--- config.mk ---
export PLATFORM = sky130hd
export DESIGN_NAME = refcounted_block_pool_top
export DESIGN_NICKNAME = d
export VERILOG_FILES = /design/src/sv/rbp_pkg.sv /design/src/sv/rbp_free_find.sv /design/src/sv/refcounted_block_pool_top.sv
export SDC_FILE = /design/constraint.sdc
export NUM_CORES = 1
export LEC_CHECK = 0
export BUFFER_PORTS_ARGS = -buffer_cell sky130_fd_sc_hd__buf_2
export CAP_MARGIN = 40
export CORE_MARGIN = 1
export CORE_UTILIZATION = 55
export CTS_CLUSTER_SIZE = 28
export DETAILED_ROUTE_END_ITERATION = 6
export GPL_TIMING_DRIVEN = 0
export HOLD_SLACK_MARGIN = 0.03
export PLACE_DENSITY = 0.7
export SYNTH_ARGS = -nofsm -noshare
export SYNTH_HDL_FRONTEND = slang
export SYNTH_SLANG_ARGS = --single-unit
export TNS_END_PERCENT = 30
--- constraint.sdc ---
create_clock -name clk_i -period 7.57 [get_ports clk_i]
set_input_delay 1.1355 -clock clk_i [delete_from_list [all_inputs] [get_ports clk_i]]
set_output_delay 1.1355 -clock clk_i [all_outputs]
set_load 0.1 [all_outputs]
--- src/sv/rbp_pkg.sv ---
// ----------------------------------------------------------------------------
// rbp_pkg
// Shared types and constants of the reference counted block pool: command
// codes, sequencer states, request and response beats, register map.
// ----------------------------------------------------------------------------
package rbp_pkg;

  localparam int unsigned CMD_W  = 3;
  localparam int unsigned BLK_W  = 6;
  localparam int unsigned SIZE_W = 7;
  localparam int unsigned TOT_W  = 7;

  localparam int unsigned APB_ADDR_W = 3;
  localparam int unsigned APB_DATA_W = 32;

  localparam logic [APB_ADDR_W-1:0] ADDR_POOL_SIZE = 3'h0;

  typedef enum logic [CMD_W-1:0] {
    CMD_CLEAR   = 3'd0,
    CMD_ALLOC   = 3'd1,
    CMD_RELEASE = 3'd2,
    CMD_RETAIN  = 3'd3,
    CMD_TAKE    = 3'd4
  } cmd_e;

  typedef enum logic [1:0] {
    ST_IDLE,
    ST_EXEC,
    ST_COPY
  } state_e;

  typedef struct packed {
    logic [CMD_W-1:0] command;
    logic [BLK_W-1:0] block_index;
  } req_t;

  typedef struct packed {
    logic [BLK_W-1:0] result_block;
    logic             ok;
    logic             needs_copy;
    logic [TOT_W-1:0] used_count;
    logic [TOT_W-1:0] used_peak;
  } rsp_t;

endpackage

--- src/sv/rbp_free_find.sv ---
// ----------------------------------------------------------------------------
// rbp_free_find
// Registered search for the lowest free block below the pool size in use.
// ----------------------------------------------------------------------------
module rbp_free_find import rbp_pkg::*; #(
  parameter int unsigned POOL_DEPTH = 64
) (
  input  logic                                            clk_i,
  input  logic [POOL_DEPTH-1:0]                           used_i,
  input  logic [SIZE_W-1:0]                               pool_size_i,
  output logic                                            found_o,
  output logic [((POOL_DEPTH > 1) ? $clog2(POOL_DEPTH) : 1)-1:0] idx_o
);

  localparam int unsigned IDX_W = (POOL_DEPTH > 1) ? $clog2(POOL_DEPTH) : 1;

  logic [POOL_DEPTH-1:0] cand;
  logic                  found_d, found_q;
  logic [IDX_W-1:0]      idx_d, idx_q;

  always_comb begin
    for (int i = 0; i < int'(POOL_DEPTH); i++) begin
      cand[i] = !used_i[i] && (32'(i) < 32'(pool_size_i));
    end
  end

  // lowest set candidate wins
  always_comb begin
    found_d = 1'b0;
    idx_d   = '0;
    for (int i = int'(POOL_DEPTH) - 1; i >= 0; i--) begin
      if (cand[i]) begin
        found_d = 1'b1;
        idx_d   = IDX_W'(i);
      end
    end
  end

  always_ff @(posedge clk_i) begin
    found_q <= found_d;
    idx_q   <= idx_d;
  end

  assign found_o = found_q;
  assign idx_o   = idx_q;

endmodule

--- src/sv/refcounted_block_pool_top.sv ---
// ----------------------------------------------------------------------------
// refcounted_block_pool_top
// Pool of buffer blocks with one reference count each, a used-block total
// and its high-water mark.
// ----------------------------------------------------------------------------
// Usage:
//   A command beat (req_i) is taken at a clock edge with start high and busy
//   low. Its result beat is on result_o for one cycle with done_o high, the
//   cycle after the last busy cycle; the receiver cannot stall it.
//   Allocate, release, retain, clear and a take writable that keeps its
//   block first register the count read from the count memory's read port
//   while the free-block search is registered, then modify and write it
//   back in ST_EXEC. A take writable that gets a copy target also passes
//   through ST_COPY, since both the old and the new count are written
//   through the one write port. A new command may be started in the cycle
//   that shows the previous result. pool_size sits at APB byte address 0;
//   the user must see it is written only while idle; not enforced by the block.
//   Reset (and the clear command) empties the pool at once: a used bitmap
//   in flip-flops marks live entries, a count memory entry whose bit is
//   clear reads as zero, so no clearing pass is needed.
// ----------------------------------------------------------------------------
module refcounted_block_pool_top import rbp_pkg::*; #(
  parameter int unsigned POOL_DEPTH = 64,
  parameter int unsigned COUNT_BITS = 8
) (
  input  logic                  clk_i,
  input  logic                  rst_ni,
  input  logic                  start,
  output logic                  busy,
  input  req_t                  req_i,
  output logic                  done_o,
  output rsp_t                  result_o,
  input  logic                  psel,
  input  logic                  penable,
  input  logic                  pwrite,
  input  logic [APB_ADDR_W-1:0] paddr,
  input  logic [APB_DATA_W-1:0] pwdata,
  output logic [APB_DATA_W-1:0] prdata,
  output logic                  pready
);

  localparam int unsigned IDX_W   = (POOL_DEPTH > 1) ? $clog2(POOL_DEPTH) : 1;
  localparam int unsigned CNT_W   = $clog2(POOL_DEPTH + 1);
  localparam int unsigned BEXT_W  = (IDX_W > BLK_W) ? IDX_W : BLK_W;
  localparam int unsigned TEXT_W  = (CNT_W > TOT_W) ? CNT_W : TOT_W;
  localparam logic [COUNT_BITS-1:0] COUNT_MAX = '1;

  // configuration
  logic [SIZE_W-1:0] pool_size_q;

  always_ff @(posedge clk_i or negedge rst_ni) begin
    if (!rst_ni) begin
      pool_size_q <= '0;
    end else if (psel && penable && pwrite && pready && (paddr == ADDR_POOL_SIZE)) begin
      pool_size_q <= pwdata[SIZE_W-1:0];
    end
  end

  assign pready = 1'b1;
  assign prdata = (paddr == ADDR_POOL_SIZE) ? APB_DATA_W'(pool_size_q) : '0;

  // control state
  state_e            state_q, state_d;
  logic [POOL_DEPTH-1:0] used_q, used_d;
  logic [CNT_W-1:0]  inuse_q, inuse_d;
  logic [CNT_W-1:0]  peak_q, peak_d;
  logic              done_q, done_d;

  // payload registers
  logic [CMD_W-1:0]  cmd_q;
  logic [BLK_W-1:0]  blk_q;
  logic [IDX_W-1:0]  addr_q;
  logic              in_range_q;
  rsp_t              rsp_q, rsp_d;

  // count memory
  logic [COUNT_BITS-1:0] mem_q [POOL_DEPTH];
  logic [COUNT_BITS-1:0] rdata_q;
  logic                  we;
  logic [IDX_W-1:0]      waddr;
  logic [COUNT_BITS-1:0] wdata;

  logic              accept;
  logic [BEXT_W-1:0] blk_ext;
  logic [IDX_W-1:0]  rd_addr;

  logic              free_found;
  logic [IDX_W-1:0]  free_idx;
  logic [BEXT_W-1:0] free_ext;

  logic [COUNT_BITS-1:0] cnt;
  logic [COUNT_BITS-1:0] cnt_dec;
  logic                  valid;
  logic [CNT_W-1:0]      inuse_inc;
  logic [TEXT_W-1:0]     inuse_ext, peak_ext;

  assign accept  = start && !busy;
  assign busy    = (state_q != ST_IDLE);
  assign blk_ext = BEXT_W'(req_i.block_index);
  assign rd_addr = blk_ext[IDX_W-1:0];

  rbp_free_find #(
    .POOL_DEPTH (POOL_DEPTH)
  ) u_free_find (
    .clk_i       (clk_i),
    .used_i      (used_q),
    .pool_size_i (pool_size_q),
    .found_o     (free_found),
    .idx_o       (free_idx)
  );

  always_ff @(posedge clk_i) begin
    if (we) begin
      mem_q[waddr] <= wdata;
    end
    if (accept) begin
      rdata_q <= mem_q[rd_addr];
    end
  end

  always_ff @(posedge clk_i) begin
    if (accept) begin
      cmd_q      <= req_i.command;
      blk_q      <= req_i.block_index;
      addr_q     <= rd_addr;
      in_range_q <= (32'(req_i.block_index) < 32'(POOL_DEPTH));
    end
    rsp_q <= rsp_d;
  end

  always_ff @(posedge clk_i or negedge rst_ni) begin
    if (!rst_ni) begin
      state_q <= ST_IDLE;
      used_q  <= '0;
      inuse_q <= '0;
      peak_q  <= '0;
      done_q  <= 1'b0;
    end else begin
      state_q <= state_d;
      used_q  <= used_d;
      inuse_q <= inuse_d;
      peak_q  <= peak_d;
      done_q  <= done_d;
    end
  end

  // an entry whose used bit is clear reads as a zero count
  assign valid     = in_range_q && used_q[addr_q];
  assign cnt       = valid ? rdata_q : '0;
  assign cnt_dec   = cnt - 1'b1;
  assign inuse_inc = inuse_q + 1'b1;
  assign free_ext  = BEXT_W'(free_idx);

  always_comb begin
    state_d   = state_q;
    used_d    = used_q;
    inuse_d   = inuse_q;
    peak_d    = peak_q;
    done_d    = 1'b0;
    rsp_d     = rsp_q;
    we        = 1'b0;
    waddr     = addr_q;
    wdata     = cnt;
    inuse_ext = TEXT_W'(inuse_q);
    peak_ext  = TEXT_W'(peak_q);

    case (state_q)
      ST_IDLE: begin
        if (accept) begin
          state_d = ST_EXEC;
        end
      end

      ST_EXEC: begin
        state_d                = ST_IDLE;
        done_d                 = 1'b1;
        rsp_d.result_block     = '0;
        rsp_d.ok               = 1'b0;
        rsp_d.needs_copy       = 1'b0;
        case (cmd_e'(cmd_q))
          CMD_CLEAR: begin
            used_d   = '0;
            inuse_d  = '0;
            peak_d   = '0;
            rsp_d.ok = 1'b1;
          end
          CMD_ALLOC: begin
            if (free_found) begin
              used_d[free_idx]   = 1'b1;
              we                 = 1'b1;
              waddr              = free_idx;
              wdata              = COUNT_BITS'(1);
              inuse_d            = inuse_inc;
              if (inuse_inc > peak_q) peak_d = inuse_inc;
              rsp_d.result_block = free_ext[BLK_W-1:0];
              rsp_d.ok           = 1'b1;
            end
          end
          CMD_RELEASE: begin
            if (valid) begin
              we    = 1'b1;
              wdata = cnt_dec;
              if (cnt_dec == '0) begin
                used_d[addr_q] = 1'b0;
                if (inuse_q != '0) inuse_d = inuse_q - 1'b1;
              end
              rsp_d.result_block = blk_q;
              rsp_d.ok           = 1'b1;
            end
          end
          CMD_RETAIN: begin
            if (valid && (cnt != COUNT_MAX)) begin
              we                 = 1'b1;
              wdata              = cnt + 1'b1;
              rsp_d.result_block = blk_q;
              rsp_d.ok           = 1'b1;
            end
          end
          CMD_TAKE: begin
            if (valid) begin
              if (cnt == COUNT_BITS'(1)) begin
                rsp_d.result_block = blk_q;
                rsp_d.ok           = 1'b1;
              end else begin
                // shared: old count is at least two, so it stays in use
                we    = 1'b1;
                wdata = cnt_dec;
                if (free_found) begin
                  used_d[free_idx]   = 1'b1;
                  inuse_d            = inuse_inc;
                  if (inuse_inc > peak_q) peak_d = inuse_inc;
                  rsp_d.result_block = free_ext[BLK_W-1:0];
                  rsp_d.ok           = 1'b1;
                  rsp_d.needs_copy   = 1'b1;
                  state_d            = ST_COPY;
                  done_d             = 1'b0;
                end
              end
            end
          end
          default: begin
          end
        endcase
        inuse_ext        = TEXT_W'(inuse_d);
        peak_ext         = TEXT_W'(peak_d);
        rsp_d.used_count = inuse_ext[TOT_W-1:0];
        rsp_d.used_peak  = peak_ext[TOT_W-1:0];
      end

      ST_COPY: begin
        // second write: the copy target gets its single reference
        we      = 1'b1;
        waddr   = free_idx;
        wdata   = COUNT_BITS'(1);
        done_d  = 1'b1;
        state_d = ST_IDLE;
      end

      default: begin
        state_d = ST_IDLE;
      end
    endcase
  end

  assign done_o   = done_q;
  assign result_o = rsp_q;

endmodule

==> flow_summary.yaml, run 1 <==
final_layout:
  nets: 2340
  n_fill_cell: 3856
  final_util_pct: 63.3
  final_design_area_no_fill_um2: 34000
  regArea_um2: 18900
  diodes: 0
  area_growth_pct: 13.8
  stdcell_count: 3022
  multi_input_area_um2: 10300
  drive_gt1_share_pct: 18.9
yosys:
  seq_area_frac_synth_pct: 63.2
  synth-edff-count: 551
  yosysTopAreaCell: "edfxtp_1"
  syn_avg_cell_area_um2: 14.4
  synthCells: 2077
  synth_most_common_cell: "edfxtp_1"
  synth.area.top_cells: "edfxtp_1, mux4_2, dfrtp_1"
  yosysTopAreaCellShare_pct: 55.4
  ys.flop_type: "edfxtp_1"
  synth_seq_cells: 646
  synth_area_um2: 29900
  netlist_top_cells_count: "edfxtp_1, nor2_1, mux4_2"
  yosysWarnings: 0
  synthArstFlopShare_pct: 13.6
  yosysUniqueCellTypes: 85
clock_tree:
  root_buffer: "clkbuf_16"
  cts.sinks: 646
  post_cts_buffers: 0
  cts_buffers: 67
  clkTransAtPathRegs_ps: 60
  cts_tree: "built"
  ctsResizeCount: 0
  cts_hold_buf: 0
  clock_latency_ps: 620
  h-tree-depth: 3
  cts_buffer_depth: 3
setup_path:
  rr_worst_depth: 19
  start_kind: "flip-flop"
  critPathLaunch: "addr_q[3]$_DFFE_PP_"
  worstPathArrival_ps: 7110
  reg2reg_from: "addr_q[3]$_DFFE_PP_"
  endpoint: "mem_q[11][6]$_DFFE_PP_"
  end_kind: "flip-flop"
  worstPathRequired_ps: 7820
  r2r-end: "mem_q[11][6]$_DFFE_PP_"
  r2r_setup_slack_ps: 710
  crit_fanout: 10
  worstSetupPathType: "flip-flop to flip-flop"
flow_run:
  max-cap-violations: 0
power:
  vdd_drop_max_mv: 0.259
  p_sw_share_pct: 34.4
  powerDensity_nw_per_um2: 320
  power_frac_clock_pct: 29.6
  power_switching_w: 0.00375
  pwr-share-comb_pct: 28.8
  p_seq_share_pct: 41.6
  leakage_nw: 11.6
  p_int_w: 0.00714
timing:
  post-route-worst-setup-slack_ps: 708
  skew_ps: 31.5
  rsz0062_at_grt: "false"
  post-route-min-period_ps: 6860
  maxSlewViolCount: 0
  relSlewSlack_pct: 31.9
  worst_slew_pin_slew_ps: 1020
  finalHoldViolCount: 0
  fmax_mhz: 146
  finalSetupViolCount: 0
  fin_setup_tns_ps: 0
  fin_crit_sh_pct: 90.6
floorplanning:
  core_um2: 53700
  rows: 85
  start_util_pct: 55.6
  die_x_um: 235
  ios: 107
  dieArea_um2: 55200
  fp.dieH_um: 235
drt:
  drt-total-wl_um: 83700
  viasPerCell: 6.65
  drtIter0Drc: 2860
  postRouteAntennaNets: 0
  drc: 0
  via_count: 20111
  firstDrtPassIters: 6
  wl_per_cell_um: 27.7
placed_design:
  dpl_cell_area_um2: 31800
  gp_congestion: 1.01
  dp.cells: 2898
  dp_hpwl_um: 58700
  pre_cts_ws_ps: 1010
  port_buffers: 55
run_status:
  status: "finished, final reports clean"
global_route:
  antenna_found_initial: 3
  grt_pass1_vias: 19540
  track_usage_pct: 30.7
  grt_overflow: 0
  grt_start_max_net_pins: 56
  grt_pass1_wl_um: 125000
hold_path:
  hold_class: "primary input to async pin"
-- registers in the layout, indices dropped and copies added (netlist names) --
signal               count
addr_q                   6
cmd_q                    3
done_o                   1
inuse_q                  7
mem_q                  512
peak_q                   7
pool_size_q              7
rdata_q                  8
result_o                22
state_q                  2
u_free_find.found_o      1
u_free_find.idx_o        6
used_q                  64
-- cell type report --
class | count | share of cell area [%]
plain buffers | 162 | 2.18
clock buffers | 89 | 5.39
clock inverters | 33 | 0.869
inverters | 36 | 0.398
multi-input cells | 1257 | 30.2
flip-flops and latches | 646 | 55.6
well taps | 696 | 2.56
repair buffers | 103 | 2.82
-- through the flow --
stage               total power, W  hold slack, ps
floorplan                  0.00657             486
CTS                         0.0109             498
detailed placement         0.00768             521
finish                      0.0109             498
global placement           0.00742             515
global route                0.0112             522
-- power groups by stage --
| stage | combinational [W] | sequential [W] | clock (W) |
|---|---|---|---|
| after floorplan | 0.00155 | 0.00502 | 0 |
| after global placement | 0.00273 | 0.00469 | 0 |
| after detailed placement | 0.00308 | 0.00460 | 0 |
| after CTS | 0.00310 | 0.00453 | 0.00324 |
| after global routing | 0.00332 | 0.00454 | 0.00338 |
| final | 0.00314 | 0.00453 | 0.00322 |
-- critical path, cell delays in order, from the launching register on --
cell,delay (ps)
edfxtp_1,520
clkbuf_1,510
nor2_1,330
o21ai_0,250
o211ai_1,180
nor3_1,470
buf_2,300
nand3_1,170
inv_1,180
ha_1,250
nand2_1,70
nor2_1,250
nand3_1,340
a21oi_1,320
o21ai_0,170
a31o_2,290
a32o_1,280
nand2_1,390
clkbuf_1,770
nor2_1,450
-- layout by cell type (no fill, tap or decap), types with 36 or more instances in the layout --
cell | Yosys | routed
a21oi_1 | 158 | 155
buf_2 | 12 | 70
buf_4 | 29 | 39
clkbuf_1 | 94 | 112
clkbuf_16 | 0 | 70
dfrtp_1 | 88 | 88
edfxtp_1 | 551 | 551
inv_1 | 36 | 36
mux4_2 | 168 | 168
nand2_1 | 84 | 84
nand3_1 | 36 | 36
nor2_1 | 188 | 185
o21ai_0 | 128 | 128
o31ai_1 | 74 | 74
-- kinds of logic after synthesis --
family          after synthesis  synth area share (%)
compound gates              549                  11.7
xor+xnor                     13                 0.381
fa+ha+maj                    17                 0.712
buf+inv                     198                  2.93
flops                       646                  63.2
mux                         196                  13.7
other cells                   2                0.0251
simple gates                456                  7.29
-- worst min path at each step --
stage | from | endpoint | slack, ps | depth (start not counted)
after floorplan | used_q[23]$_DFFE_PN0P_ | used_q[23]$_DFFE_PN0P_ | 490 | 2
after global placement | state_q[0]$_DFFE_PN0P_ | state_q[0]$_DFFE_PN0P_ | 510 | 2
after detailed placement | peak_q[5]$_DFFE_PN0P_ | peak_q[5]$_DFFE_PN0P_ | 520 | 1
after CTS | rst_ni | pool_size_q[3]$_DFFE_PN0P_ | 500 | 1
after global routing | rst_ni | pool_size_q[3]$_DFFE_PN0P_ | 520 | 1
final | rst_ni | pool_size_q[3]$_DFFE_PN0P_ | 500 | 1
-- routing by layer --
layer,global-route usage (%),vias to the layer above,routed length [um]
met3,6.64,202,8310
met4,11.6,6,3460
li1,-,8615,-
met2,48.7,1188,39700
met5,0,-,41
met1,41.9,10100,32200
(Power assumes the default switching activity.)
==> run 2, diff against run 1 <==
--- a/config.mk
+++ b/config.mk
@@ -5,6 +5,8 @@
 export SDC_FILE = /design/constraint.sdc
 export NUM_CORES = 1
 export LEC_CHECK = 0
+export ABC_AREA = 1
+export ABC_CLOCK_PERIOD_IN_PS = 7570
 export BUFFER_PORTS_ARGS = -buffer_cell sky130_fd_sc_hd__buf_2
 export CAP_MARGIN = 40
 export CORE_MARGIN = 1
==> flow_summary.yaml, run 2 <==
run_status:
  status: "finished, final reports clean"
yosys:
  netlist_top_cells_count: "edfxtp_1, nor2_1, o21ai_0"
  synthSimpleGateAreaFrac_pct: 12.6
  synthArstFlopShare_pct: 13.6
  synthAdderAreaFrac_pct: 0.708
  yosysTopAreaCell: "edfxtp_1"
  synth_compound_area_share_pct: 18.0
  synth_seq_cells: 646
  syn_avg_cell_area_um2: 10.3
  ys.flop_type: "edfxtp_1"
  yosys.area_share.xor_xnor_pct: 0.379
  yosysTopAreaCellShare_pct: 55.1
  seq_area_frac_synth_pct: 62.9
  synth_most_common_cell: "edfxtp_1"
  synth.area.top_cells: "edfxtp_1, dfrtp_1, o21ai_0"
  synth_top_family_by_area: "compound AO/OA/AOI/OAI gates"
  synthCells: 2901
  yosysUniqueCellTypes: 56
  yosysWarnings: 0
  synth-edff-count: 551
  synth_area_um2: 30000
  synth_mux_area_share_pct: 0
setup_path:
  start_kind: "flip-flop"
  r2r-end: "mem_q[6][1]$_DFFE_PP_"
  critPathTopFamily: "simple AND/OR/NAND/NOR gates"
  cp.depth: 22
  reg2reg_from: "addr_q[1]$_DFFE_PP_"
  worstPathRequired_ps: 7820
  endpoint: "mem_q[6][1]$_DFFE_PP_"
  slowest_delay_ps: 910
  rr_worst_depth: 22
  worstPathArrival_ps: 6890
  critPathLaunch: "addr_q[1]$_DFFE_PP_"
  r2r_setup_slack_ps: 930
  critPathSlowestCell: "nor2_1"
  critPathBufInv: 6
  crit_chain: "inv_1 > nor3_1 > clkbuf_1 > a221oi_1 > o2111ai_1 > a221oi_1 > nand2_1 > buf_2 > nor2_1 > inv_1 > ha_1 > nand4_2 > inv_2 > nor2_2 > inv_2 > nor2_4 > nor2_1 > o21ai_1 > o21ai_1 > nand2_2 > nand4_1 > nor2_1"
  end_kind: "flip-flop"
  crit_fanout: 10
  path_common_cell: "nor2_1"
  worstSetupPathType: "flip-flop to flip-flop"
power:
  powerDensity_nw_per_um2: 327
  fin_total_pwr_w: 0.0113
  leakage_nw: 12.4
  vdd_drop_max_mv: 0.314
clock_tree:
  root_buffer: "clkbuf_16"
  cts_buffer_depth: 3
  cts.sinks: 646
  clock_latency_ps: 640
  post_cts_buffers: 0
  cts_tree: "built"
  clkTransAtPathRegs_ps: 60
  cts_buffers: 68
  cts_hold_buf: 0
  ctsResizeCount: 0
  h-tree-depth: 3
drt:
  top_layer_used: "met4"
  postRouteAntennaNets: 0
  wirelength_met1_um: 38600
  met2_length_um: 49800
  drt-total-wl_um: 110000
  drtIter0Drc: 3696
  wl_per_cell_um: 28.3
  drc: 0
  via_count: 25845
  viasPerCell: 6.63
  firstDrtPassIters: 6
  wl_met3_um: 13600
timing:
  rsz0062_at_grt: "false"
  finalHoldViolCount: 0
  post-route-min-period_ps: 6640
  post-route-worst-setup-slack_ps: 933
  relSlewSlack_pct: 31.3
  finalSetupViolCount: 0
  fmax_mhz: 151
  worst_slew_pin_slew_ps: 1030
  skew_ps: 37.2
  maxSlewViolCount: 0
  fin_crit_sh_pct: 87.7
global_route:
  grt_overflow: 0
  grt_pass1_vias: 24299
  grt_start_max_net_pins: 49
  track_usage_pct: 39.7
  antenna_found_initial: 2
  grt_pass1_wl_um: 160000
placed_design:
  dp.cells: 3770
  pre_cts_ws_ps: 1250
  gp_congestion: 1.08
  port_buffers: 55
  dpl_cell_area_um2: 32400
  dp_hpwl_um: 77300
final_layout:
  stdcell_count: 3897
  final_cell_mix: "edfxtp_1, nor2_1, o21ai_0"
  nets: 3216
  drive_gt1_share_pct: 10.1
  diodes: 0
  largest_register: "mem_q"
  n_fill_cell: 4252
  final_util_pct: 64.1
  final_common_cell: "edfxtp_1"
  largest_reg_flops: 512
  final_design_area_no_fill_um2: 34600
  area_growth_pct: 15.2
floorplanning:
  die_x_um: 236
  core_um2: 53900
  start_util_pct: 55.7
  dieArea_um2: 55500
  rows: 85
  ios: 107
  fp.dieH_um: 236
hold_path:
  hold_class: "flip-flop to flip-flop"
flow_run:
  max-cap-violations: 0
==> run 2: cell count changes after synthesis, sizes merged, moves of 63 or more <==
cell / previous run / this run
a21oi: 158 / 76
a2bb2oi: 1 / 64
inv: 36 / 204
mux4: 168 / 0
nand2: 84 / 256
nor2: 188 / 502
nor3: 28 / 102
o21ai: 135 / 409
o22ai: 25 / 162
o31ai: 74 / 6
==> run 2: how the worst min path moves through the flow <==
stage | slack, ps | end | cells after the start | start
5_1_grt | 570 | used_q[35]$_DFFE_PN0P_ | 1 | used_q[35]$_DFFE_PN0P_
6_report | 540 | used_q[34]$_DFFE_PN0P_ | 1 | used_q[34]$_DFFE_PN0P_
2_1_floorplan | 500 | used_q[34]$_DFFE_PN0P_ | 1 | used_q[34]$_DFFE_PN0P_
4_1_cts | 540 | used_q[34]$_DFFE_PN0P_ | 1 | used_q[34]$_DFFE_PN0P_
3_3_place_gp | 530 | peak_q[5]$_DFFE_PN0P_ | 2 | peak_q[5]$_DFFE_PN0P_
3_5_place_dp | 530 | used_q[34]$_DFFE_PN0P_ | 1 | used_q[34]$_DFFE_PN0P_
==> run 2: metrics by stage <==
step	hold slack [ps]	TNS, ps
after floorplan	505	0
final	539	0
after detailed placement	528	0
after global placement	526	-920290
after global routing	567	0
after CTS	545	0
==> run 2: kinds of logic after synthesis <==
family | Yosys count
buffers and inverters | 397
and+or+nand+nor | 932
DFF | 646
xor gates and xnor gates | 13
other | 2
adders and majority gates | 17
AOI/OAI and AO/OA | 894
==> run 2: routing by layer <==
metal	up-vias	global-route usage, %
met5	-	0
met4	0	25.9
met3	464	9.50
met2	2037	61.6
met1	12321	50.2
li1	11023	-
==> run 2: final cells by class <==
type,instances,area [um2],share of cell area [%]
Timing Repair Buffer,154,1350,3.89
Multi-Input combinational cell,1882,9750,28.2
Inverter,208,781,2.26
Sequential cell,646,18900,54.6
Clock inverter,33,347,1.00
Tap cell,696,871,2.52
Buffer,189,815,2.36
Clock buffer,89,1780,5.15
==> run 2: power by group <==
part	switching, W	total, W	leakage, nW	internal, W
registers	0.0000886	0.00459	6.31	0.00450
clock network	0.00148	0.00325	1.02	0.00177
logic	0.00267	0.00348	5.05	0.000811
total	0.00424	0.0113	12.4	0.00707
